--- config.mk ---
export PLATFORM = sky130hd
export DESIGN_NAME = ghost_scanline_pixel_effect_top
export DESIGN_NICKNAME = d
export VERILOG_FILES = /design/src/rtl/ghsp_pkg.sv /design/src/rtl/ghsp_div.sv /design/src/rtl/ghsp_dp.sv /design/src/rtl/ghsp_ctrl.sv /design/src/rtl/ghost_scanline_pixel_effect_top.sv
export SDC_FILE = /design/constraint.sdc
export NUM_CORES = 2
export LEC_CHECK = 0
export BUFFER_PORTS_ARGS = -buffer_cell sky130_fd_sc_hd__buf_4
export CAP_MARGIN = 25
export CORE_ASPECT_RATIO = 0.8
export CORE_MARGIN = 2
export CORE_UTILIZATION = 48
export DETAILED_ROUTE_END_ITERATION = 10
export GPL_TIMING_DRIVEN = 0
export SYNTH_ARGS = -nofsm -noshare
export SYNTH_HDL_FRONTEND = slang
export SYNTH_HIERARCHICAL = 1
export SYNTH_SLANG_ARGS = --single-unit
--- constraint.sdc ---
create_clock -name aclk -period 14.7 [get_ports aclk]
set_input_delay 1.47 -clock aclk [delete_from_list [all_inputs] [get_ports aclk]]
set_output_delay 1.47 -clock aclk [all_outputs]
set_load 0.1 [all_outputs]
--- src/rtl/ghsp_pkg.sv ---
// Shared types and constants for the ghost / scanline pixel effect.
// No dependencies.
package ghsp_pkg;

    localparam int unsigned PIX_W   = 32;
    localparam int unsigned ADDR_W  = 6;
    localparam int unsigned DEPTH   = 1 << ADDR_W;
    localparam int unsigned COL_W   = 10;
    localparam int unsigned DIM_W   = 11;
    localparam int unsigned CFG_W   = 11;
    localparam int unsigned IDX_W   = 3;
    localparam int unsigned CNT_W   = 7;
    localparam int unsigned CH_W    = 8;
    localparam int unsigned RECIP_W = 17;
    localparam int unsigned DIV_N   = 16;

    localparam logic [DIM_W-1:0]   MAX_WIDTH   = 11'd1024;
    localparam logic [CH_W-1:0]    CH_MAX      = 8'd255;
    localparam logic [RECIP_W-1:0] RECIP_RESET = 17'd32768;

    typedef enum logic [IDX_W-1:0] {
        REG_MODE    = 3'd0,
        REG_WIDTH   = 3'd1,
        REG_HEIGHT  = 3'd2,
        REG_OFFSET  = 3'd3,
        REG_DIVISOR = 3'd4,
        REG_PERIOD  = 3'd5,
        REG_DARKEN  = 3'd6
    } cfg_reg_t;

    typedef enum logic [1:0] {
        MODE_PASS  = 2'd0,
        MODE_GHOST = 2'd1,
        MODE_SCAN  = 2'd2
    } mode_t;

    typedef enum logic [2:0] {
        ST_IDLE,
        ST_RECIP_WAIT,
        ST_PHASE_WAIT,
        ST_READ,
        ST_LOAD,
        ST_HOLD
    } state_t;

    typedef struct packed {
        logic item_take;
        logic div_start;
        logic div_sel_phase;
        logic store_recip;
        logic store_phase;
        logic mem_rd;
        logic out_load;
        logic advance;
    } cmd_t;

    typedef struct packed {
        logic wr_divisor;
        logic wr_period;
        logic div_done;
        logic has_results;
        logic more;
    } status_t;

endpackage

--- src/rtl/ghsp_div.sv ---
// Restoring divider, one quotient bit per cycle.
// Depends on ghsp_pkg.
module ghsp_div import ghsp_pkg::*; (
    input  logic                aclk,
    input  logic                aresetn,
    input  logic                start,
    input  logic [DIV_N-1:0]    dividend,
    input  logic [CH_W-1:0]     divisor,
    output logic                done,
    output logic [DIV_N-1:0]    quotient,
    output logic [CH_W-1:0]     remainder
);

    logic [DIV_N-1:0] quo_reg, quo_next;
    logic [CH_W-1:0]  rem_reg, rem_next;
    logic [CH_W-1:0]  dvs_reg;
    logic [4:0]       cnt_reg, cnt_next;
    logic             busy_reg, busy_next;
    logic             done_reg, done_next;
    logic [CH_W:0]    trial;
    logic [CH_W:0]    diff;

    always_comb begin
        trial     = {rem_reg, quo_reg[DIV_N-1]};
        diff      = trial - {1'b0, dvs_reg};
        quo_next  = quo_reg;
        rem_next  = rem_reg;
        cnt_next  = cnt_reg;
        busy_next = busy_reg;
        done_next = 1'b0;
        if (busy_reg) begin
            if (trial >= {1'b0, dvs_reg}) begin
                rem_next = diff[CH_W-1:0];
                quo_next = {quo_reg[DIV_N-2:0], 1'b1};
            end else begin
                rem_next = trial[CH_W-1:0];
                quo_next = {quo_reg[DIV_N-2:0], 1'b0};
            end
            cnt_next = cnt_reg - 5'd1;
            if (cnt_reg == 5'd1) begin
                busy_next = 1'b0;
                done_next = 1'b1;
            end
        end
    end

    always_ff @(posedge aclk) begin
        if (!aresetn) begin
            busy_reg <= 1'b0;
            done_reg <= 1'b0;
            cnt_reg  <= '0;
        end else if (start) begin
            busy_reg <= 1'b1;
            done_reg <= 1'b0;
            cnt_reg  <= 5'(DIV_N);
        end else begin
            busy_reg <= busy_next;
            done_reg <= done_next;
            cnt_reg  <= cnt_next;
        end
    end

    always_ff @(posedge aclk) begin
        if (start) begin
            quo_reg <= dividend;
            rem_reg <= '0;
            dvs_reg <= divisor;
        end else begin
            quo_reg <= quo_next;
            rem_reg <= rem_next;
        end
    end

    assign done      = done_reg;
    assign quotient  = quo_reg;
    assign remainder = rem_reg;

endmodule

--- src/rtl/ghsp_dp.sv ---
// Datapath: configuration registers, delay line memory, row/column counters,
// ghost mix and darken arithmetic, output word register. Depends on ghsp_pkg, ghsp_div.
module ghsp_dp import ghsp_pkg::*; (
    input  logic               aclk,
    input  logic               aresetn,
    input  logic [PIX_W-1:0]   s_pixel_in,
    input  logic               cfg_valid,
    input  logic [IDX_W-1:0]   cfg_index,
    input  logic [CFG_W-1:0]   cfg_data,
    input  cmd_t               cmd,
    output status_t            status,
    output logic [PIX_W-1:0]   m_pixel_out,
    output logic               m_last_of_run
);

    logic [1:0]        mode_reg;
    logic [DIM_W-1:0]  width_reg, height_reg;
    logic [ADDR_W-1:0] offset_reg;
    logic [CH_W-1:0]   divisor_reg, period_reg, darken_reg;

    logic [RECIP_W-1:0] recip_reg;
    logic [CH_W-1:0]    phase_reg;
    logic [COL_W-1:0]   col_reg;
    logic [COL_W-1:0]   row_reg;
    logic [ADDR_W-1:0]  fill_reg;

    logic [CNT_W-1:0]   nm_reg, nr_reg;
    logic               q_reg;
    logic [ADDR_W-1:0]  ptr_reg;
    logic [PIX_W-1:0]   pix_reg;
    logic               dark_reg;

    logic [PIX_W-1:0]   delay_mem [DEPTH];
    logic [PIX_W-1:0]   own_reg, src_reg;
    logic [PIX_W-1:0]   out_pix_reg;
    logic               out_last_reg;

    logic [DIM_W-1:0]   w_eff, h_eff;
    logic [CH_W-1:0]    div_eff, per_eff;
    logic               ghost;
    logic [CNT_W-1:0]   pend;
    logic               pend_over;
    logic [CNT_W-1:0]   n_ghost;
    logic [ADDR_W-1:0]  fill_after;
    logic               row_end;
    logic [CNT_W-1:0]   nm_plan, nr_plan;
    logic [DIM_W-1:0]   row_inc;
    logic [CH_W:0]      phase_inc;
    logic [CNT_W:0]     total;

    logic               div_done;
    logic [DIV_N-1:0]   div_quo;
    logic [CH_W-1:0]    div_rem;
    logic [DIV_N-1:0]   div_dividend;
    logic [CH_W-1:0]    div_divisor;

    function automatic logic [PIX_W-1:0] ghost_mix(
        input logic [PIX_W-1:0]   own,
        input logic [PIX_W-1:0]   src,
        input logic [RECIP_W-1:0] recip
    );
        logic [PIX_W-1:0]          res;
        logic [CH_W+RECIP_W-1:0]   prod;
        logic [CH_W+1:0]           sum;
        res = own;
        for (int k = 0; k < 3; k++) begin
            prod = src[k*CH_W +: CH_W] * recip;
            sum  = {2'b00, own[k*CH_W +: CH_W]} + {1'b0, prod[CH_W+RECIP_W-1:DIV_N]};
            res[k*CH_W +: CH_W] = (sum > {2'b00, CH_MAX}) ? CH_MAX : sum[CH_W-1:0];
        end
        return res;
    endfunction

    function automatic logic [PIX_W-1:0] darken(
        input logic [PIX_W-1:0] p,
        input logic [CH_W-1:0]  d
    );
        logic [PIX_W-1:0] res;
        res = p;
        for (int k = 0; k < 3; k++) begin
            res[k*CH_W +: CH_W] = (p[k*CH_W +: CH_W] >= d) ? p[k*CH_W +: CH_W] - d : '0;
        end
        return res;
    endfunction

    // effective register values
    always_comb begin
        if (width_reg == '0) w_eff = 11'd1;
        else if (width_reg > MAX_WIDTH) w_eff = MAX_WIDTH;
        else w_eff = width_reg;
        if (height_reg == '0) h_eff = 11'd1;
        else if (height_reg > MAX_WIDTH) h_eff = MAX_WIDTH;
        else h_eff = height_reg;
        div_eff = (divisor_reg == '0) ? 8'd1 : divisor_reg;
        per_eff = (period_reg == '0) ? 8'd1 : period_reg;
    end

    // plan the words of the item at the input
    always_comb begin
        ghost      = (mode_reg == MODE_GHOST) && ({5'b0, offset_reg} < w_eff);
        pend       = {1'b0, fill_reg} + 7'd1;
        pend_over  = pend > {1'b0, offset_reg};
        n_ghost    = pend_over ? pend - {1'b0, offset_reg} : '0;
        fill_after = pend_over ? offset_reg : pend[ADDR_W-1:0];
        row_end    = ({1'b0, col_reg} + 11'd1) >= w_eff;
        nm_plan    = ghost ? n_ghost : '0;
        if (ghost) nr_plan = row_end ? {1'b0, fill_after} : '0;
        else nr_plan = {1'b0, fill_reg};
        row_inc    = {1'b0, row_reg} + 11'd1;
        phase_inc  = {1'b0, phase_reg} + 9'd1;
        total      = {1'b0, nm_reg} + {1'b0, nr_reg} + {7'b0, q_reg};
    end

    assign div_dividend = cmd.div_sel_phase ? {6'b0, row_reg} : {DIV_N{1'b1}};
    assign div_divisor  = cmd.div_sel_phase ? per_eff : div_eff;

    ghsp_div u_div (
        .aclk      (aclk),
        .aresetn   (aresetn),
        .start     (cmd.div_start),
        .dividend  (div_dividend),
        .divisor   (div_divisor),
        .done      (div_done),
        .quotient  (div_quo),
        .remainder (div_rem)
    );

    always_ff @(posedge aclk) begin
        if (!aresetn) begin
            mode_reg    <= MODE_PASS;
            width_reg   <= 11'd640;
            height_reg  <= 11'd480;
            offset_reg  <= 6'd1;
            divisor_reg <= 8'd2;
            period_reg  <= 8'd2;
            darken_reg  <= 8'd32;
        end else if (cfg_valid) begin
            unique case (cfg_index)
                REG_MODE:    mode_reg    <= cfg_data[1:0];
                REG_WIDTH:   width_reg   <= cfg_data;
                REG_HEIGHT:  height_reg  <= cfg_data;
                REG_OFFSET:  offset_reg  <= cfg_data[ADDR_W-1:0];
                REG_DIVISOR: divisor_reg <= cfg_data[CH_W-1:0];
                REG_PERIOD:  period_reg  <= cfg_data[CH_W-1:0];
                REG_DARKEN:  darken_reg  <= cfg_data[CH_W-1:0];
                default: ;
            endcase
        end
    end

    always_ff @(posedge aclk) begin
        if (!aresetn) begin
            recip_reg <= RECIP_RESET;
            phase_reg <= '0;
            col_reg   <= '0;
            row_reg   <= '0;
            fill_reg  <= '0;
            nm_reg    <= '0;
            nr_reg    <= '0;
            q_reg     <= 1'b0;
            ptr_reg   <= '0;
        end else begin
            if (cmd.store_recip) begin
                recip_reg <= {1'b0, div_quo} + 17'd1;
            end
            if (cmd.store_phase) begin
                phase_reg <= div_rem;
            end
            if (cmd.item_take) begin
                nm_reg   <= nm_plan;
                nr_reg   <= nr_plan;
                q_reg    <= !ghost;
                ptr_reg  <= col_reg[ADDR_W-1:0] - fill_reg;
                fill_reg <= (ghost && !row_end) ? fill_after : '0;
                if (row_end) begin
                    col_reg <= '0;
                    if (row_inc >= h_eff) begin
                        row_reg   <= '0;
                        phase_reg <= '0;
                    end else begin
                        row_reg   <= row_inc[COL_W-1:0];
                        phase_reg <= (phase_inc >= {1'b0, per_eff}) ? '0 : phase_inc[CH_W-1:0];
                    end
                end else begin
                    col_reg <= col_reg + 10'd1;
                end
            end else if (cmd.advance) begin
                if (nm_reg != '0) begin
                    nm_reg  <= nm_reg - 7'd1;
                    ptr_reg <= ptr_reg + 6'd1;
                end else if (nr_reg != '0) begin
                    nr_reg  <= nr_reg - 7'd1;
                    ptr_reg <= ptr_reg + 6'd1;
                end else begin
                    q_reg <= 1'b0;
                end
            end
        end
    end

    always_ff @(posedge aclk) begin
        if (cmd.item_take) begin
            pix_reg  <= s_pixel_in;
            dark_reg <= (mode_reg == MODE_SCAN) && (phase_reg == '0);
            if (ghost) begin
                delay_mem[col_reg[ADDR_W-1:0]] <= s_pixel_in;
            end
        end
        if (cmd.mem_rd) begin
            own_reg <= delay_mem[ptr_reg];
            src_reg <= delay_mem[ptr_reg + offset_reg];
        end
        if (cmd.out_load) begin
            if (nm_reg != '0) out_pix_reg <= ghost_mix(own_reg, src_reg, recip_reg);
            else if (nr_reg != '0) out_pix_reg <= own_reg;
            else if (dark_reg) out_pix_reg <= darken(pix_reg, darken_reg);
            else out_pix_reg <= pix_reg;
            out_last_reg <= (total == 8'd1);
        end
    end

    always_comb begin
        status.wr_divisor  = cfg_valid && (cfg_index == REG_DIVISOR);
        status.wr_period   = cfg_valid && (cfg_index == REG_PERIOD);
        status.div_done    = div_done;
        status.has_results = (nm_plan != '0) || (nr_plan != '0) || !ghost;
        status.more        = total > 8'd1;
    end

    assign m_pixel_out   = out_pix_reg;
    assign m_last_of_run = out_last_reg;

endmodule

--- src/rtl/ghsp_ctrl.sv ---
// Controller: sequences item intake, per-word memory read / load / hand-off,
// and divider runs after divisor or period writes. Depends on ghsp_pkg.
module ghsp_ctrl import ghsp_pkg::*; (
    input  logic    aclk,
    input  logic    aresetn,
    input  logic    s_valid,
    output logic    s_ready,
    output logic    m_valid,
    input  logic    m_ready,
    input  status_t status,
    output cmd_t    cmd
);

    state_t state_reg, state_next;
    logic   pend_recip_reg, pend_recip_next;
    logic   pend_phase_reg, pend_phase_next;

    always_ff @(posedge aclk) begin
        if (!aresetn) begin
            state_reg      <= ST_IDLE;
            pend_recip_reg <= 1'b0;
            pend_phase_reg <= 1'b0;
        end else begin
            state_reg      <= state_next;
            pend_recip_reg <= pend_recip_next;
            pend_phase_reg <= pend_phase_next;
        end
    end

    always_comb begin
        state_next      = state_reg;
        cmd             = '0;
        s_ready         = 1'b0;
        m_valid         = 1'b0;
        pend_recip_next = pend_recip_reg;
        pend_phase_next = pend_phase_reg;
        unique case (state_reg)
            ST_IDLE: begin
                if (pend_recip_reg) begin
                    cmd.div_start   = 1'b1;
                    pend_recip_next = 1'b0;
                    state_next      = ST_RECIP_WAIT;
                end else if (pend_phase_reg) begin
                    cmd.div_start     = 1'b1;
                    cmd.div_sel_phase = 1'b1;
                    pend_phase_next   = 1'b0;
                    state_next        = ST_PHASE_WAIT;
                end else begin
                    s_ready = 1'b1;
                    if (s_valid) begin
                        cmd.item_take = 1'b1;
                        state_next    = status.has_results ? ST_READ : ST_IDLE;
                    end
                end
            end
            ST_RECIP_WAIT: begin
                if (status.div_done) begin
                    cmd.store_recip = 1'b1;
                    state_next      = ST_IDLE;
                end
            end
            ST_PHASE_WAIT: begin
                if (status.div_done) begin
                    cmd.store_phase = 1'b1;
                    state_next      = ST_IDLE;
                end
            end
            ST_READ: begin
                cmd.mem_rd = 1'b1;
                state_next = ST_LOAD;
            end
            ST_LOAD: begin
                cmd.out_load = 1'b1;
                state_next   = ST_HOLD;
            end
            ST_HOLD: begin
                m_valid = 1'b1;
                if (m_ready) begin
                    cmd.advance = 1'b1;
                    state_next  = status.more ? ST_READ : ST_IDLE;
                end
            end
            default: state_next = ST_IDLE;
        endcase
        if (status.wr_divisor) pend_recip_next = 1'b1;
        if (status.wr_period) pend_phase_next = 1'b1;
    end

endmodule

--- src/rtl/ghost_scanline_pixel_effect_top.sv ---
// Each output word of an accepted pixel word passes a delay memory read (ST_READ) and an output
// register load (ST_LOAD) before it is valid; this repeats after each word is taken.
// No new input word is taken until every word produced for the last one has been handed off.
// A divisor or period write runs the 16-step shared divider; input waits until it is done.
// Reset (aresetn low, synchronous) restores register defaults and clears counters and control;
// the 64-word delay memory is not cleared.
module ghost_scanline_pixel_effect_top import ghsp_pkg::*; (
    input  logic               aclk,
    input  logic               aresetn,
    input  logic               s_valid,
    output logic               s_ready,
    input  logic [PIX_W-1:0]   s_pixel_in,
    output logic               m_valid,
    input  logic               m_ready,
    output logic [PIX_W-1:0]   m_pixel_out,
    output logic               m_last_of_run,
    input  logic               cfg_valid,
    output logic               cfg_ready,
    input  logic [IDX_W-1:0]   cfg_index,
    input  logic [CFG_W-1:0]   cfg_data
);

    cmd_t    cmd;
    status_t status;

    assign cfg_ready = 1'b1;

    ghsp_ctrl u_ctrl (
        .aclk    (aclk),
        .aresetn (aresetn),
        .s_valid (s_valid),
        .s_ready (s_ready),
        .m_valid (m_valid),
        .m_ready (m_ready),
        .status  (status),
        .cmd     (cmd)
    );

    ghsp_dp u_dp (
        .aclk          (aclk),
        .aresetn       (aresetn),
        .s_pixel_in    (s_pixel_in),
        .cfg_valid     (cfg_valid),
        .cfg_index     (cfg_index),
        .cfg_data      (cfg_data),
        .cmd           (cmd),
        .status        (status),
        .m_pixel_out   (m_pixel_out),
        .m_last_of_run (m_last_of_run)
    );

endmodule

==> metrics.csv <==
metric,value,unit
grt_use_total,0.303,
period_needed,9.06,ns
crit_type,flip-flop to flip-flop,
leakagePower,44.8,nW
rr_startpoint,u_dp/recip_reg[0]$_SDFFE_PN0P_,
muxShareOfSynthArea,0.228,
synthTopCellsByArea,"edfxtp_1 56%, mux4_2 22%, fa_1 4.7%, ha_1 2.7%, dfxtp_1 2.5%",
hp-class,flip-flop to flip-flop,
drc,0,
drive_gt1_frac,0.267,
initial_core_util,0.483,
arrival,9.59,ns
synth_seq_cells,2340,
rsz0062_at_grt,false,
final_cells,10700,
async_flop_share,0,
hold_violations,0,
power_density,155,nW/um^2
yosysWarnings,6,
synth-compound-area-share,0.0284,
rr_worst_depth,30,
holdCritStartpoint,u_dp/col_reg[9]$_SDFFE_PN0P_,
synth_top_family_by_area,multiplexers,
synth_area_per_cell,17.8,um^2
crit_top_cell,fa_1,
ios,87,
required,15.23,ns
dpl.cell_count,10200,
root_buffer,clkbuf_16,
setup_tns,0,ns
routedWlPerCell,35.1,um
ant_nets,0,
cts.path.max_buffers,4,
yosysTopAreaCell,edfxtp_1,
die_area,249000,um^2
power,20.7,mW
row_count,162,
post-cts-setup-buffer-count,0,
clock_sinks,2340,
io_buffers,85,
synth_xor_area_frac,0.0105,
die_h,447,um
core,244000,um^2
period_share,0.616,
dp_hpwl,281000,um
fin_nets,7764,
die_x,557,um
clk_latency,0.94,ns
vias_per_cell,6.54,
cap_violations,0,
netlist_area,118000,um^2
vias,69700,
final.fill_count,18900,
drt_pass1_iterations,7,
synthAdderAreaFrac,0.0749,
hold_depth,1,
fmax,110,MHz
cts_buffers,233,
grt_max_degree,66,
gp_congestion,0.942,
cp-end-kind,flip-flop,
crit_fanout,10,
cts_tree,built,
path_clk_slew,0.06,ns
skew,0.101,ns
min_delay_worst_endpoint,u_dp/col_reg[9]$_SDFFE_PN0P_,
status,finished clean,
grt_remaining_overflow,0,
max_slew_margin,0.199,
rrSetupSlack,5.64,ns
maxSlewViolCount,0,
yosys.area_share.simple,0.0489,
reg2reg_to,u_dp/m_pixel_out[12]$_DFFE_PP_,
report.final.setup_viol,0,
critPathMaxStageDelay,0.58,ns
area_growth,14.1,%
synthCells,6616,
synth_edf_count,2194,
syn-num-nets,7204,
grt_pass1_vias,69000,
largest_reg_flops,2048,
ys.flop_type,edfxtp_1,
routed_wl,374000,um
antenna_found_initial,9,
ir_drop,116,uV
grt_first_pass_wirelength,525000,um
cts_hold_buf,0,
initialDrtViolationCount,9399,
post_cts_resized,0,
cts.htree.levels,4,
post-synth-top-area-fraction,0.560,
cp_slowest_cell,clkbuf_1,
worst_pin_slew,1.20,ns
synthDistinctLibCells,92,
start_kind,flip-flop,
ys_seq_area_frac,0.585,
[layout make-up]
| cell class | instances | area [um^2] | share of cell area |
|---|---|---|---|
| clock buffers | 287 | 6150 | 0.0458 |
| flip-flops and latches | 2340 | 68800 | 0.513 |
| diodes | 10 | 25.0 | 0.000186 |
| plain buffers | 403 | 1580 | 0.0117 |
| repair buffers | 325 | 4590 | 0.0342 |
| well taps | 3280 | 4100 | 0.0306 |
| multi-input cells | 3516 | 46400 | 0.346 |
| inverters | 357 | 1340 | 0.00998 |
| clock inverters | 134 | 1220 | 0.00911 |
[per-layer routing]
layer / wire [um] / track usage / up-vias / share of wire
met5: 576 / 0.00740 / - / 0.0015
met4: 15100 / 0.106 / 10 / 0.040
met3: 40000 / 0.0790 / 568 / 0.11
met2: 165000 / 0.445 / 3782 / 0.44
met1: 154000 / 0.441 / 37700 / 0.41
li1: - / - / 27600 / -
[where the power goes]
part | switching [mW] | internal [mW] | total (mW)
registers | 0.135 | 7.45 | 7.59
clock network | 2.61 | 3.30 | 5.90
logic | 4.21 | 3.05 | 7.26
total | 6.95 | 13.8 | 20.7
[cell usage in the layout (no fill, tap or decap), drive strengths merged, types with 32 or more instances in the layout]
cell type,synthesis,final
edfxtp,2194,2194
mux4,1152,1152
clkbuf,308,595
buf,95,420
inv,354,363
and2,329,329
fa,279,279
nand2,274,274
ha,258,258
nor2,174,174
a21oi,157,157
dfxtp,146,146
clkinv,3,104
xnor2,85,85
o21ai,83,83
nand3,68,68
a211oi,63,63
xor2,56,56
nor2b,47,47
mux2i,46,46
a21o,39,39
nand2b,35,35
nor3,33,33
mux2,32,32
[synthesized netlist by cell type, drive strengths merged (68+ instances only)]
cell type and count:
edfxtp 2194, mux4 1152, inv 354, and2 329, clkbuf 308, fa 279
nand2 274, ha 258, nor2 174, a21oi 157, dfxtp 146, buf 95
xnor2 85, o21ai 83, nand3 68
[per-stage QoR]
stage	setup slack (ns)	util	area, um^2	hold slack, ns
global placement	3.55	0.502	122000	0.448
global route	5.12	0.551	134000	0.496
floorplan	7.47	-	118000	0.436
finish	5.64	0.551	134000	0.470
detailed placement	5.66	0.519	127000	0.455
CTS	5.60	0.550	134000	0.470
[worst max path at each step]
stage	cells past startpoint	startpoint	endpoint	slack (ns)
after global placement	6	s_valid	u_dp/delay_mem[63][24]$_DFFE_PP_	3.55
after detailed placement	30	u_dp/recip_reg[0]$_SDFFE_PN0P_	u_dp/m_pixel_out[12]$_DFFE_PP_	5.66
after CTS	30	u_dp/recip_reg[0]$_SDFFE_PN0P_	u_dp/m_pixel_out[12]$_DFFE_PP_	5.60
final	30	u_dp/recip_reg[0]$_SDFFE_PN0P_	u_dp/m_pixel_out[12]$_DFFE_PP_	5.64
after global routing	30	u_dp/recip_reg[0]$_SDFFE_PN0P_	u_dp/m_pixel_out[12]$_DFFE_PP_	5.12
after floorplan	8	u_ctrl/state_reg[1]$_SDFFE_PN0P_	u_dp/delay_mem[63][0]$_DFFE_PP_	7.47
[worst max-delay path: cells and delay by family (launching register included)]
family,cells,cell delay (ns)
AOI/OAI and AO/OA,13,3.22
adders and majority gates,7,2.79
buffers and inverters,4,1.22
and+or+nand+nor,5,0.64
DFF,1,0.54
xor gates and xnor gates,1,0.28
[cell families after synthesis]
group                    Yosys count
adder cells (fa/ha/maj)          537
multiplexers                    1230
AO/OA/AOI/OAI                    506
flip-flops                      2340
XOR/XNOR                         141
AND/OR/NAND/NOR                 1101
other                              1
buffers and inverters            760
(Power assumes the default switching activity.)
